## config.mk

```make
export PLATFORM = sky130hd
export DESIGN_NAME = semaphore_block_queue_table
export DESIGN_NICKNAME = d
export VERILOG_FILES = /design/src/rtl/sbq_pkg.sv /design/src/rtl/sbq_slot_ram.sv /design/src/rtl/sbq_link_ram.sv /design/src/rtl/semaphore_block_queue_table.sv
export SDC_FILE = /design/constraint.sdc
export NUM_CORES = 2
export LEC_CHECK = 0
export BUFFER_PORTS_ARGS = -buffer_cell sky130_fd_sc_hd__buf_4
export CAP_MARGIN = 20
export CELL_PAD_IN_SITES_DETAIL_PLACEMENT = 0
export CELL_PAD_IN_SITES_GLOBAL_PLACEMENT = 2
export CORE_MARGIN = 4
export CORE_UTILIZATION = 50
export CTS_CLUSTER_SIZE = 10
export DETAILED_ROUTE_END_ITERATION = 7
export PLACE_DENSITY_LB_ADDON = 0.1
export RECOVER_POWER = 50
export SKIP_LAST_GASP = 1
export SYNTH_ARGS = -nofsm -noshare
export SYNTH_HDL_FRONTEND = slang
export SYNTH_SLANG_ARGS = --single-unit
export TNS_END_PERCENT = 5
```

## constraint.sdc

```tcl
create_clock -name i_clk -period 8 [get_ports i_clk]
set_input_delay 0.4 -clock i_clk [delete_from_list [all_inputs] [get_ports i_clk]]
set_output_delay 0.4 -clock i_clk [all_outputs]
set_load 0.05 [all_outputs]
```

## src/rtl/sbq_pkg.sv

```systemverilog
// Shared types and codes for the semaphore block queue table.
`timescale 1ns / 1ps
package sbq_pkg;

    localparam int KEY_W  = 32;
    localparam int PROC_W = 5;
    localparam int NPROC  = 32;

    localparam logic [1:0] MODE_INSERT = 2'd0;
    localparam logic [1:0] MODE_REMOVE = 2'd1;
    localparam logic [1:0] MODE_OUT    = 2'd2;
    localparam logic [1:0] MODE_PEEK   = 2'd3;

    localparam logic [1:0] ST_DONE      = 2'd0;
    localparam logic [1:0] ST_NO_SLOT   = 2'd1;
    localparam logic [1:0] ST_NOT_FOUND = 2'd2;
    localparam logic [1:0] ST_UNUSED    = 2'd3;

    typedef logic [PROC_W-1:0] t_proc;

    typedef struct packed {
        logic [KEY_W-1:0] key;
        t_proc            head;
        t_proc            tail;
    } t_slot_word;

    typedef struct packed {
        logic  en;
        t_proc addr;
        t_proc data;
    } t_link_wr;

    typedef struct packed {
        logic [1:0] status;
        logic       valid;
        t_proc      pid;
    } t_result;

endpackage

```

## src/rtl/sbq_slot_ram.sv

```systemverilog
// Semaphore slot memory: key, queue head and queue tail for each slot.
`timescale 1ns / 1ps
module sbq_slot_ram #(
    parameter int DEPTH = 32
) (
    input  logic                         i_clk,
    input  logic [$clog2(DEPTH)-1:0]     i_rd_addr,
    output sbq_pkg::t_slot_word          o_rd_data,
    input  logic                         i_we,
    input  logic [$clog2(DEPTH)-1:0]     i_wr_addr,
    input  sbq_pkg::t_slot_word          i_wr_data
);
    import sbq_pkg::*;

    t_slot_word r_mem [DEPTH];
    t_slot_word r_rd_data;

    always_ff @(posedge i_clk) begin
        if (i_we) begin
            r_mem[i_wr_addr] <= i_wr_data;
        end
        r_rd_data <= r_mem[i_rd_addr];
    end

    assign o_rd_data = r_rd_data;

endmodule

```

## src/rtl/sbq_link_ram.sv

```systemverilog
// Process link memory: the next process in the same wait queue.
`timescale 1ns / 1ps
module sbq_link_ram (
    input  logic              i_clk,
    input  sbq_pkg::t_proc    i_rd_addr,
    output sbq_pkg::t_proc    o_rd_data,
    input  sbq_pkg::t_link_wr i_wr
);
    import sbq_pkg::*;

    t_proc r_mem [NPROC];
    t_proc r_rd_data;

    always_ff @(posedge i_clk) begin
        if (i_wr.en) begin
            r_mem[i_wr.addr] <= i_wr.data;
        end
        r_rd_data <= r_mem[i_rd_addr];
    end

    assign o_rd_data = r_rd_data;

endmodule

```

## src/rtl/semaphore_block_queue_table.sv

```systemverilog
// Top level of the semaphore block queue table: control sequencer and result register.
`timescale 1ns / 1ps
// The block keeps up to NUM_ENTRIES active semaphores, each named by a 32-bit key and
// holding a FIFO of blocked process ids (0 to 31). One input beat carries a mode, a key
// and a process id, and every input beat yields exactly one result beat. Slot keys, heads
// and tails live in a slot memory, queue links in a link memory, both with registered
// reads; active bits per slot and waiting bits per process are flip-flops that reset
// clears, so no clearing pass is needed and the block is ready right after reset.
// Insert, remove and peek search the slot memory for the key one slot at a time, reading
// in S_SCAN and comparing in S_CMP and stopping at a match; the decision state S_DEC and
// the handoff state S_FIN follow, and the block then returns to idle. Remove and out
// then unlink a process in S_UNLINK, followed by S_TRD and S_TWR when the queue does
// not empty; for a process behind the head, the walk along the link memory through
// S_WRD and S_WCMP comes first. Out needs no search and reads the slot of its process in
// S_ORD and S_OCMP. Only one item is in progress at a time; the next input beat is taken
// once the current result has moved to the output register, even while that result
// still waits.
module semaphore_block_queue_table #(
    parameter int NUM_ENTRIES = 32
) (
    input  logic                         i_clk,
    input  logic                         i_rst_n,
    input  logic                         i_in_valid,
    output logic                         o_in_stall,
    input  logic [1:0]                   i_mode,
    input  logic [sbq_pkg::KEY_W-1:0]    i_sem_key,
    input  logic [sbq_pkg::PROC_W-1:0]   i_proc_id,
    output logic                         o_out_valid,
    input  logic                         i_out_stall,
    output logic [1:0]                   o_status,
    output logic                         o_result_valid,
    output logic [sbq_pkg::PROC_W-1:0]   o_result_proc
);
    import sbq_pkg::*;

    localparam int SW = $clog2(NUM_ENTRIES);
    localparam logic [SW-1:0] LAST_SLOT = SW'(NUM_ENTRIES - 1);

    typedef enum logic [3:0] {
        S_IDLE, S_SCAN, S_CMP, S_DEC, S_ORD, S_OCMP,
        S_UNLINK, S_WRD, S_WCMP, S_TRD, S_TWR, S_FIN
    } t_state;

    t_state        r_state;
    logic          r_active  [NUM_ENTRIES];
    logic          r_waiting [NPROC];
    logic [SW-1:0] r_pslot   [NPROC];

    logic [1:0]       r_mode;
    logic [KEY_W-1:0] r_key;
    t_proc            r_pid;
    logic [SW-1:0]    r_idx;
    logic             r_found;
    logic [SW-1:0]    r_slot;
    logic             r_have_free;
    logic [SW-1:0]    r_free;
    t_slot_word       r_word;
    t_proc            r_tgt;
    t_proc            r_cur;
    t_proc            r_prev;
    logic             r_prev_none;
    t_result          r_res;
    t_result          r_out;
    logic             r_out_valid;

    logic          in_accept;
    logic [SW-1:0] slot_raddr;
    t_slot_word    slot_rdata;
    logic          slot_we;
    logic [SW-1:0] slot_waddr;
    t_slot_word    slot_wdata;
    t_proc         link_raddr;
    t_proc         link_rdata;
    t_link_wr      link_wr;

    assign o_in_stall = (r_state != S_IDLE);
    assign in_accept  = i_in_valid && (r_state == S_IDLE);

    // The out mode reads the slot its process waits in; all else reads the scan slot.
    assign slot_raddr = (r_state == S_ORD) ? r_pslot[r_pid] : r_idx;
    assign link_raddr = (r_state == S_TRD) ? r_tgt : r_cur;

    // Memory write ports. Each state writes what it learned from reads of earlier
    // states; a read that overlaps a write to the same entry is never used.
    always_comb begin
        slot_we    = 1'b0;
        slot_waddr = r_slot;
        slot_wdata = r_word;
        link_wr    = '0;
        case (r_state)
            S_DEC: begin
                if (r_mode == MODE_INSERT) begin
                    if (r_found) begin
                        // Append to the tail of an existing queue.
                        slot_we         = 1'b1;
                        slot_wdata.tail = r_pid;
                        link_wr.en      = 1'b1;
                        link_wr.addr    = r_word.tail;
                        link_wr.data    = r_pid;
                    end else if (r_have_free) begin
                        // Claim the lowest free slot with a one-entry queue.
                        slot_we    = 1'b1;
                        slot_waddr = r_free;
                        slot_wdata = '{key: r_key, head: r_pid, tail: r_pid};
                    end
                end
            end
            S_TWR: begin
                if (r_prev_none) begin
                    slot_we         = 1'b1;
                    slot_wdata.head = link_rdata;
                end else begin
                    link_wr.en   = 1'b1;
                    link_wr.addr = r_prev;
                    link_wr.data = link_rdata;
                    if (r_word.tail == r_tgt) begin
                        slot_we         = 1'b1;
                        slot_wdata.tail = r_prev;
                    end
                end
            end
            default: begin
            end
        endcase
    end

    sbq_slot_ram #(
        .DEPTH(NUM_ENTRIES)
    ) u_slot_ram (
        .i_clk     (i_clk),
        .i_rd_addr (slot_raddr),
        .o_rd_data (slot_rdata),
        .i_we      (slot_we),
        .i_wr_addr (slot_waddr),
        .i_wr_data (slot_wdata)
    );

    sbq_link_ram u_link_ram (
        .i_clk     (i_clk),
        .i_rd_addr (link_raddr),
        .o_rd_data (link_rdata),
        .i_wr      (link_wr)
    );

    always_ff @(posedge i_clk) begin
        if (!i_rst_n) begin
            r_state     <= S_IDLE;
            r_out_valid <= 1'b0;
            for (int i = 0; i < NUM_ENTRIES; i++) begin
                r_active[i] <= 1'b0;
            end
            for (int i = 0; i < NPROC; i++) begin
                r_waiting[i] <= 1'b0;
            end
        end else begin
            // The output register fills from the sequencer or empties on a taken beat.
            if (r_state == S_FIN && (!r_out_valid || !i_out_stall)) begin
                r_out_valid <= 1'b1;
            end else if (r_out_valid && !i_out_stall) begin
                r_out_valid <= 1'b0;
            end
            case (r_state)
                S_IDLE: begin
                    if (in_accept) begin
                        r_mode      <= i_mode;
                        r_key       <= i_sem_key;
                        r_pid       <= i_proc_id;
                        r_idx       <= '0;
                        r_found     <= 1'b0;
                        r_have_free <= 1'b0;
                        r_res       <= '{status: ST_DONE, valid: 1'b0, pid: '0};
                        if (i_mode == MODE_OUT) begin
                            r_slot <= r_pslot[i_proc_id];
                            r_tgt  <= i_proc_id;
                            if (!r_waiting[i_proc_id] || !r_active[r_pslot[i_proc_id]]) begin
                                r_res.status <= ST_NOT_FOUND;
                                r_state      <= S_FIN;
                            end else begin
                                r_state <= S_ORD;
                            end
                        end else if (i_mode == MODE_INSERT && r_waiting[i_proc_id]) begin
                            // A process already blocked is ignored.
                            r_state <= S_FIN;
                        end else begin
                            r_state <= S_SCAN;
                        end
                    end
                end
                S_SCAN: begin
                    r_state <= S_CMP;
                end
                S_CMP: begin
                    if (r_active[r_idx] && slot_rdata.key == r_key) begin
                        r_found <= 1'b1;
                        r_slot  <= r_idx;
                        r_word  <= slot_rdata;
                        r_state <= S_DEC;
                    end else begin
                        if (!r_active[r_idx] && !r_have_free) begin
                            r_have_free <= 1'b1;
                            r_free      <= r_idx;
                        end
                        if (r_idx == LAST_SLOT) begin
                            r_state <= S_DEC;
                        end else begin
                            r_idx   <= r_idx + 1'b1;
                            r_state <= S_SCAN;
                        end
                    end
                end
                S_DEC: begin
                    r_state <= S_FIN;
                    if (r_mode == MODE_INSERT) begin
                        if (r_found) begin
                            r_waiting[r_pid] <= 1'b1;
                            r_pslot[r_pid]   <= r_slot;
                        end else if (r_have_free) begin
                            r_active[r_free] <= 1'b1;
                            r_waiting[r_pid] <= 1'b1;
                            r_pslot[r_pid]   <= r_free;
                        end else begin
                            r_res.status <= ST_NO_SLOT;
                        end
                    end else if (!r_found) begin
                        r_res.status <= ST_NOT_FOUND;
                    end else begin
                        r_res.valid <= 1'b1;
                        r_res.pid   <= r_word.head;
                        r_tgt       <= r_word.head;
                        if (r_mode == MODE_REMOVE) begin
                            r_state <= S_UNLINK;
                        end
                    end
                end
                S_ORD: begin
                    r_state <= S_OCMP;
                end
                S_OCMP: begin
                    r_word      <= slot_rdata;
                    r_res.valid <= 1'b1;
                    r_res.pid   <= r_tgt;
                    r_state     <= S_UNLINK;
                end
                S_UNLINK: begin
                    r_cur <= r_word.head;
                    if (r_word.head == r_tgt) begin
                        r_prev_none <= 1'b1;
                        if (r_word.tail == r_tgt) begin
                            // The queue empties: the slot returns to the free pool.
                            r_active[r_slot] <= 1'b0;
                            r_waiting[r_tgt] <= 1'b0;
                            r_state          <= S_FIN;
                        end else begin
                            r_state <= S_TRD;
                        end
                    end else begin
                        r_prev_none <= 1'b0;
                        r_state     <= S_WRD;
                    end
                end
                S_WRD: begin
                    r_state <= S_WCMP;
                end
                S_WCMP: begin
                    if (link_rdata == r_tgt) begin
                        r_prev  <= r_cur;
                        r_state <= S_TRD;
                    end else begin
                        r_cur   <= link_rdata;
                        r_state <= S_WRD;
                    end
                end
                S_TRD: begin
                    r_state <= S_TWR;
                end
                S_TWR: begin
                    r_waiting[r_tgt] <= 1'b0;
                    r_state          <= S_FIN;
                end
                S_FIN: begin
                    if (!r_out_valid || !i_out_stall) begin
                        r_out   <= r_res;
                        r_state <= S_IDLE;
                    end
                end
                default: begin
                    r_state <= S_IDLE;
                end
            endcase
        end
    end

    assign o_out_valid    = r_out_valid;
    assign o_status       = r_out.status;
    assign o_result_valid = r_out.valid;
    assign o_result_proc  = r_out.pid;

    // A result without a process id reports zero in its place.
    a_proc_zero: assert property (@(posedge i_clk) disable iff (!i_rst_n)
        o_out_valid && !o_result_valid |-> o_result_proc == '0)
        else $error("result beat without a process carries a nonzero id");

    // Any failure status comes without a process.
    a_fail_no_proc: assert property (@(posedge i_clk) disable iff (!i_rst_n)
        o_out_valid && o_status != ST_DONE |-> !o_result_valid)
        else $error("failed operation reports a process");

    // The unused status code never leaves the block.
    a_status_code: assert property (@(posedge i_clk) disable iff (!i_rst_n)
        o_out_valid |-> o_status != ST_UNUSED)
        else $error("undefined status code on output");

    // Memories change only while an operation is in progress.
    a_write_busy: assert property (@(posedge i_clk) disable iff (!i_rst_n)
        slot_we || link_wr.en |-> r_state != S_IDLE && r_state != S_FIN)
        else $error("memory write outside an operation");

    // A taken beat always moves the sequencer out of idle.
    a_accept_after_result: assert property (@(posedge i_clk) disable iff (!i_rst_n)
        in_accept |=> !(r_state == S_IDLE))
        else $error("accepted beat did not start an operation");

endmodule
```

# After elaboration in Yosys (flattened, before gate mapping)
# Memories as Yosys holds them, arrays and structs flattened. A register that Yosys moved wholly into a read port is not among the register bits.
# Cells that the tools add are included.
# W data, S select, Z words.
[totals]
regBits = 135
n_memories = 5
out_inout_bits = 10
input_bits = 43
elab_cells = 221
ramBits = 1728
[op_classes]
n_reduce_logical = 43
n_addsub = 1
bitwise = 4
n_mux = 115
n_eq_ne = 30
[memory_table]
columns = ["memory", "depth", "width", "rd", "rd_ports_with_merged_regs", "write_ports", "line_no", "rtl"]
rows = [
  ["u_slot_ram.r_mem", 32, 42, 1, 1, 1, "sbq_slot_ram.sv:15", "t_slot_word r_mem [DEPTH];"],
  ["r_pslot", 32, 5, 2, 1, 1, "semaphore_block_queue_table.sv:47", "logic [SW-1:0] r_pslot [NPROC];"],
  ["u_link_ram.r_mem", 32, 5, 1, 1, 1, "sbq_link_ram.sv:11", "t_proc r_mem [NPROC];"],
  ["r_active", 32, 1, 2, 1, 32, "semaphore_block_queue_table.sv:45", "logic r_active [NUM_ENTRIES];"],
  ["r_waiting", 32, 1, 1, 0, 32, "semaphore_block_queue_table.sv:46", "logic r_waiting [NPROC];"],
]
[ops]
columns = ["operator", "n"]
rows = [
  ["$mux W5", 28],
  ["$mux W42", 3],
  ["$pmux W42 S2", 1],
  ["$pmux W4 S12", 1],
  ["$mux W1", 44],
  ["$mux W4", 10],
  ["$pmux W5 S2", 4],
  ["$mux W37", 1],
  ["$mux W11", 3],
  ["$eq A32 B32 Y1", 1],
  ["$mux W32", 1],
  ["$reduce_and A5 Y1", 5],
  ["$pmux W11 S2", 1],
  ["$pmux W10 S2", 1],
  ["$mux W2", 9],
  ["$ne A2 B2 Y1 const B", 9],
  ["$pmux W6 S3", 1],
  ["$eq A4 B3 Y1 const B", 4],
  ["$eq A4 B4 Y1 const B", 4],
  ["$eq A5 B5 Y1", 3],
  ["$reduce_and A3 Y1", 5],
  ["$mux W6", 2],
  ["$reduce_bool A2 Y1", 5],
  ["$eq A4 B2 Y1 const B", 2],
  ["23 further kinds", 45],
]

# Depth between registers and ports, before layout
[logic_depth]
word_depth = 10
mapped_depth = 15
depth_no_buf = 10

# Hierarchy
# A second synthesis with hierarchy kept.
[hier_totals]
cells_unflattened = 4518
area_unflattened_um2 = 77296.6
[by_module_without_submodules]
columns = ["module", "area_per_inst_um2", "instances", "cells_each", "seq_area_each_um2"]
rows = [
  ["sbq_slot_ram", 53188.5, 1, 2953, 41199.5],
  ["semaphore_block_queue_table", 17763.3, 1, 1288, 10289.9],
  ["sbq_link_ram", 6344.8, 1, 277, 4904.7],
]

# Least setup slack after synthesis
# OpenSTA, ideal clock, no wires.
[synth_path]
path_type = "register to register"
start = "register r_state[0]"
end = "memory u_slot_ram.r_mem[0][0] (netlist bit) (enable)"
required_ns = 7.558
path_stages_with_launch = 10
setup_time_ns = 0.442
path_buffers = 2
arrival_ns = 4.174
synth_period_minus_slack_ns = 4.615
slack_ns = 3.385
cell_sequence = "dfxtp_1 > clkbuf_1 > nand3_1 > nor3_1 > nand2_1 > nor2_2 > clkbuf_1 > mux2i_1 > nand2_1 > nor2_1"
[synth_via]
elab_chain_len = 4
elab_cells_between_ends = 6
classes_between = "2 x eq/ne; 4 x mux"
[synth_lines]
columns = ["element", "line_no", "rtl"]
rows = [
  ["from (decl)", "semaphore_block_queue_table.sv:44", "t_state r_state;"],
  ["from (signal assigned)", "semaphore_block_queue_table.sv:147", "r_state <= S_IDLE;"],
  ["from (signal assigned)", "semaphore_block_queue_table.sv:177", "r_state <= S_FIN;"],
  ["from (signal assigned)", "semaphore_block_queue_table.sv:179", "r_state <= S_ORD;"],
  ["$eq A4 B4 Y1 or $eq A4 B2 Y1 (tied branches)", "semaphore_block_queue_table.sv:90", "case (r_state)"],
  ["$pmux W1 S2", "semaphore_block_queue_table.sv:90", ""],
  ["$mux W1", "sbq_slot_ram.sv:19", "if (i_we) begin"],
  ["$mux W1 (not written as such)", "sbq_slot_ram.sv:20", "r_mem[i_wr_addr] <= i_wr_data;"],
  ["to (decl)", "sbq_slot_ram.sv:15", ""],
]
# Parallel ways exist; a longest one is shown, timed or not.

# Worst setup path in the final report
[layout_path]
start = "input i_proc_id[1] (netlist bit)"
end = "register r_res[7] (netlist bit), data pin"
[layout_via]
elab_chain_len = 8
elab_cells_between_ends = 10
classes_between = "4 x mux; 3 x reduce/logical; 3 x memory"
[layout_lines]
columns = ["element", "line_no", "rtl"]
rows = [
  ["from (decl)", "semaphore_block_queue_table.sv:27", "input logic [sbq_pkg::PROC_W-1:0] i_proc_id,"],
  ["$mem_v2 Z32 W5", "--", ""],
  ["$mem_v2 Z32 W1", "--", ""],
  ["$logic_not A1 Y1", "semaphore_block_queue_table.sv:175", "if (!r_waiting[i_proc_id] || !r_active[r_pslot[i_proc_id]]) begin"],
  ["$logic_or A1 B1 Y1 (*)", "semaphore_block_queue_table.sv:175", ""],
  ["$mux W2 (*)", "semaphore_block_queue_table.sv:175", ""],
  ["$mux W2 (*)", "semaphore_block_queue_table.sv:172", "if (i_mode == MODE_OUT) begin"],
  ["$mux W8 (*)", "semaphore_block_queue_table.sv:164", "if (in_accept) begin"],
  ["$pmux W2 S2 (*)", "semaphore_block_queue_table.sv:162", "case (r_state)"],
  ["to (signal assigned)", "semaphore_block_queue_table.sv:171", "r_res <= '{status: ST_DONE, valid: 1'b0, pid: '0};"],
  ["to (decl)", "semaphore_block_queue_table.sv:62", "t_result r_res;"],
]
# Mark *: on every way between the ends. The rest lies on a longest branch, timed or not. The select of a mux whose other input is x is not followed.
# A chain may end at the register's enable or synchronous reset.

==> run_results.csv <==
group,metric,value,unit
synth,synth_cell_type_count,64,
power_and_ir_drop,p_per_area,265.3,nW/um2
power_and_ir_drop,p_leak,27.96,nW
job,max-cap-violations,11,
layout,synthToLayoutAreaGrowth,11.75,%
die,core_area,152600,um2
grt,grt.busiest_layer,"met2",
clock_network,cts_resized,0,
sta,skew,0.04334,ns
synth,synth_cells,5361,
sta,fin_crit,6.739,ns
sta,rsz0062_at_grt,"no",
layout,final_cell_mix,"edfxtp_1, nand2_1, clkbuf_16, a21oi_1, clkbuf_1",
synth,postSynthAreaPerCell,14.38,um2
layout,nets,5444,
clock_network,cts_buffer_depth,3,
sta,fmax,0.1484,GHz
synth,synth_edf_count,1794,
grt,use_met2,0.4093,
worst_setup_path,cp_max_fo,59,
placed_design,hpwlAfterDp,112000,um
hold_path,holdCritPathClass,"input port to register",
run_status,outcome,"finished with violations",
drt,first_pass_iters,6,
clock_network,clkTransAtPathRegs,0.06,ns
die,die_h,400.7,um
grt,antenna_found_initial,3,
drt,routed_via_density,6.106,
power_and_ir_drop,ir_worst_vdd,0.0001962,V
synth,synth_seq_cells,1920,
sta,hold_viol,0,
drt,drt_iter0_markers,4612,
sta,setup_viol,0,
synth,ys_seq_area_frac,0.7315,
worst_setup_path,cp_slowest_cell,"clkbuf_1",
worst_setup_path,worstSetupPathType,"input port to register",
clock_network,clock-sinks,1920,
grt,grt_pass1_wl,307800,um
worst_setup_path,critPathTopFamily,"buffers and inverters",
die,dieWidth,400.7,um
sta,tightest_slew,4.146,ns
sta,drv_slew,324,
drt,drc,0,
sta,fin_setup_tns,0,ns
clock_network,numCtsBuffers,213,
grt,use_met1,0.3773,
worst_setup_path,startpoint_type,"input port",
drt,ant_nets,0,
synth,yosys_warnings,0,
grt,use_met3,0.03858,
layout,drive_gt1_frac,0.1071,
clock_network,htreeDepth,4,
drt,num_vias,46310,
clock_network,cts-root-buf,"clkbuf_16",
drt,drt_wl_total,209200,um
worst_setup_path,worst-path-buf-inv,2,
power_and_ir_drop,report.power.total,22.86,mW
clock_network,clock_latency,0.82,ns
sta,period_share,0.8424,
die,rows,143,
grt,grt_max_degree,209,
worst_setup_path,slowest_delay,2.86,ns
synth,syn-num-nets,5406,
drt,wire_per_inst,27.59,um
placed_design,gp_congestion,0.7889,
run_status,violations,"capacitance limit, slew limit",
layout,antennaDiodeCount,0,
synth,synth_flop_cell,"edfxtp_1",
grt,grt_pass1_vias,44520,
synth,async_flop_share,0,
worst_setup_path,crit_chain,"clkbuf_1, mux2i_1, a22o_1, a2111oi_0, a211oi_4, clkbuf_1, mux2i_1, a22oi_1, a21oi_1, nor4_2, a221oi_1",
synth,syn-cell-area,77090,um2
die,io_pins,53,
worst_setup_path,end_kind,"register",
worst_setup_path,arrival,7.23,ns
placed_design,portBuffers,52,
grt,grt_overflow,0,
die,die_area,160500,um2
die,start_util,0.5051,
layout,layout_commonest_cell,"edfxtp_1",
grt,track_usage,0.2563,
sta,max-slew-margin-rel,-1.764,
worst_setup_path,critPathRequiredTime,8.49,ns
clock_network,cts_tree,"built",
-- power breakdown --
group          total [mW]  leakage (nW)  switching (mW)  internal (mW)
Clock                8.84          2.96            3.76           5.08
Sequential           11.4          16.9           0.264           11.1
Combinational        2.63          8.08            1.71          0.912
-- per-layer routing --
layer | up-vias | part of all wire
met1 | 23870 | 0.44
met2 | 1539 | 0.48
li1 | 20630 | -
met5 | - | 0
met4 | 0 | 0.019
met3 | 269 | 0.062
-- what timing repair did --
action | CTS | global route
endpoints found under the setup margin | 0 | 0
buffers inserted | 0 | 0
hold endpoints to repair | 39 | 0
hold buffers | 37 | 0
-- per-stage QoR --
step / utilization / instance area (um2) / cells / worst slack [ns] / hold WS [ns]
after global placement: 0.5221 / 79680 / 7167 / 2.404 / 0.4060
after detailed placement: 0.5222 / 79700 / 7169 / 2.350 / 0.4099
after CTS: 0.5655 / 86300 / 7576 / 2.302 / 0.01440
after floorplan: - / 77090 / 5361 / 3.385 / 0.3855
final: 0.5645 / 86150 / 7584 / 1.261 / 0.08443
after global routing: 0.5645 / 86150 / 7584 / 1.003 / 0.06633
-- final cells by class --
class	instances	area, um2
clock buffers	357	5986
clock inverters	13	240.2
fillers	12090	66470
inverters	12	45.04
multi-input cells	3067	19490
flip-flops and latches	1920	56400
well taps	2030	2540
repair buffers	185	1451
-- synthesized netlist by cell type, types with 5 or more instances --
master	n	area, um2
nand3_1	50	250.2
inv_1	12	45.04
nor3_1	24	120.1
o22ai_1	170	1064
nor3b_1	5	37.54
buf_4	16	120.1
xor2_1	9	78.83
nand2_1	1330	4992
edfxtp_1	1794	53870
mux2_2	56	630.6
o21a_1	5	37.54
nand3b_1	5	37.54
a21oi_1	192	960.9
nor2b_1	12	75.07
o211ai_1	62	465.5
buf_1	21	78.83
o21ai_0	39	195.2
mux4_2	150	3378
nor2_1	130	488.0
o31ai_1	49	367.9
a22oi_1	23	172.7
clkbuf_1	219	822.0
a22o_1	13	113.9
xnor2_1	41	359.1
o21ai_1	6	30.03
nor4_2	27	337.8
nand2b_1	23	143.9
dfxtp_1	126	2522
a32oi_1	170	1489
nand4_1	10	62.56
nor4_1	22	137.6
and3_1	174	1089
buf_2	101	505.5
a31oi_1	175	1095
mux2i_1	53	530.5
-- path summary, 6_finish.rpt --
path	startpoint	end	slack (ns)	cells after the start
worst max-delay path	i_proc_id[1]	r_res[7]	1.26	11
worst min-delay path	i_in_valid	r_mode[0]	0.08	2
worst max register to register	r_key[0]	r_word[15]	2.21	6
worst min register to register	r_res[7]	o_status[1]	0.42	0
-- sequential cells by signal, indices dropped and copies added (netlist names), 5 cells and up, named ones only --
| name | cells |
|---|---|
| r_word | 42 |
| u_slot_ram.o_rd_data | 42 |
| r_prev | 5 |
| r_pslot | 160 |
| u_slot_ram.r_mem | 1344 |
| r_free | 5 |
| r_active | 32 |
| r_cur | 5 |
| r_res | 8 |
| r_idx | 5 |
| o_result_proc | 5 |
| r_key | 32 |
| r_pid | 5 |
| r_slot | 5 |
| u_link_ram.o_rd_data | 5 |
| r_tgt | 5 |
| u_link_ram.r_mem | 160 |
| r_waiting | 32 |
-- cell families (layout without fill, tap and decap cells) --
kind of cell    Yosys count  after routing  synth area share
buf+inv                 374            567           0.02095
simple gates           1831           1831            0.1026
flops                  1920           1920            0.7315
xor+xnor                 50             50          0.005681
fa+ha+maj                 2              2         0.0003246
compound gates          925            925           0.08005
mux                     259            259           0.05888
No activity file was read; power rests on OpenSTA's default activity.
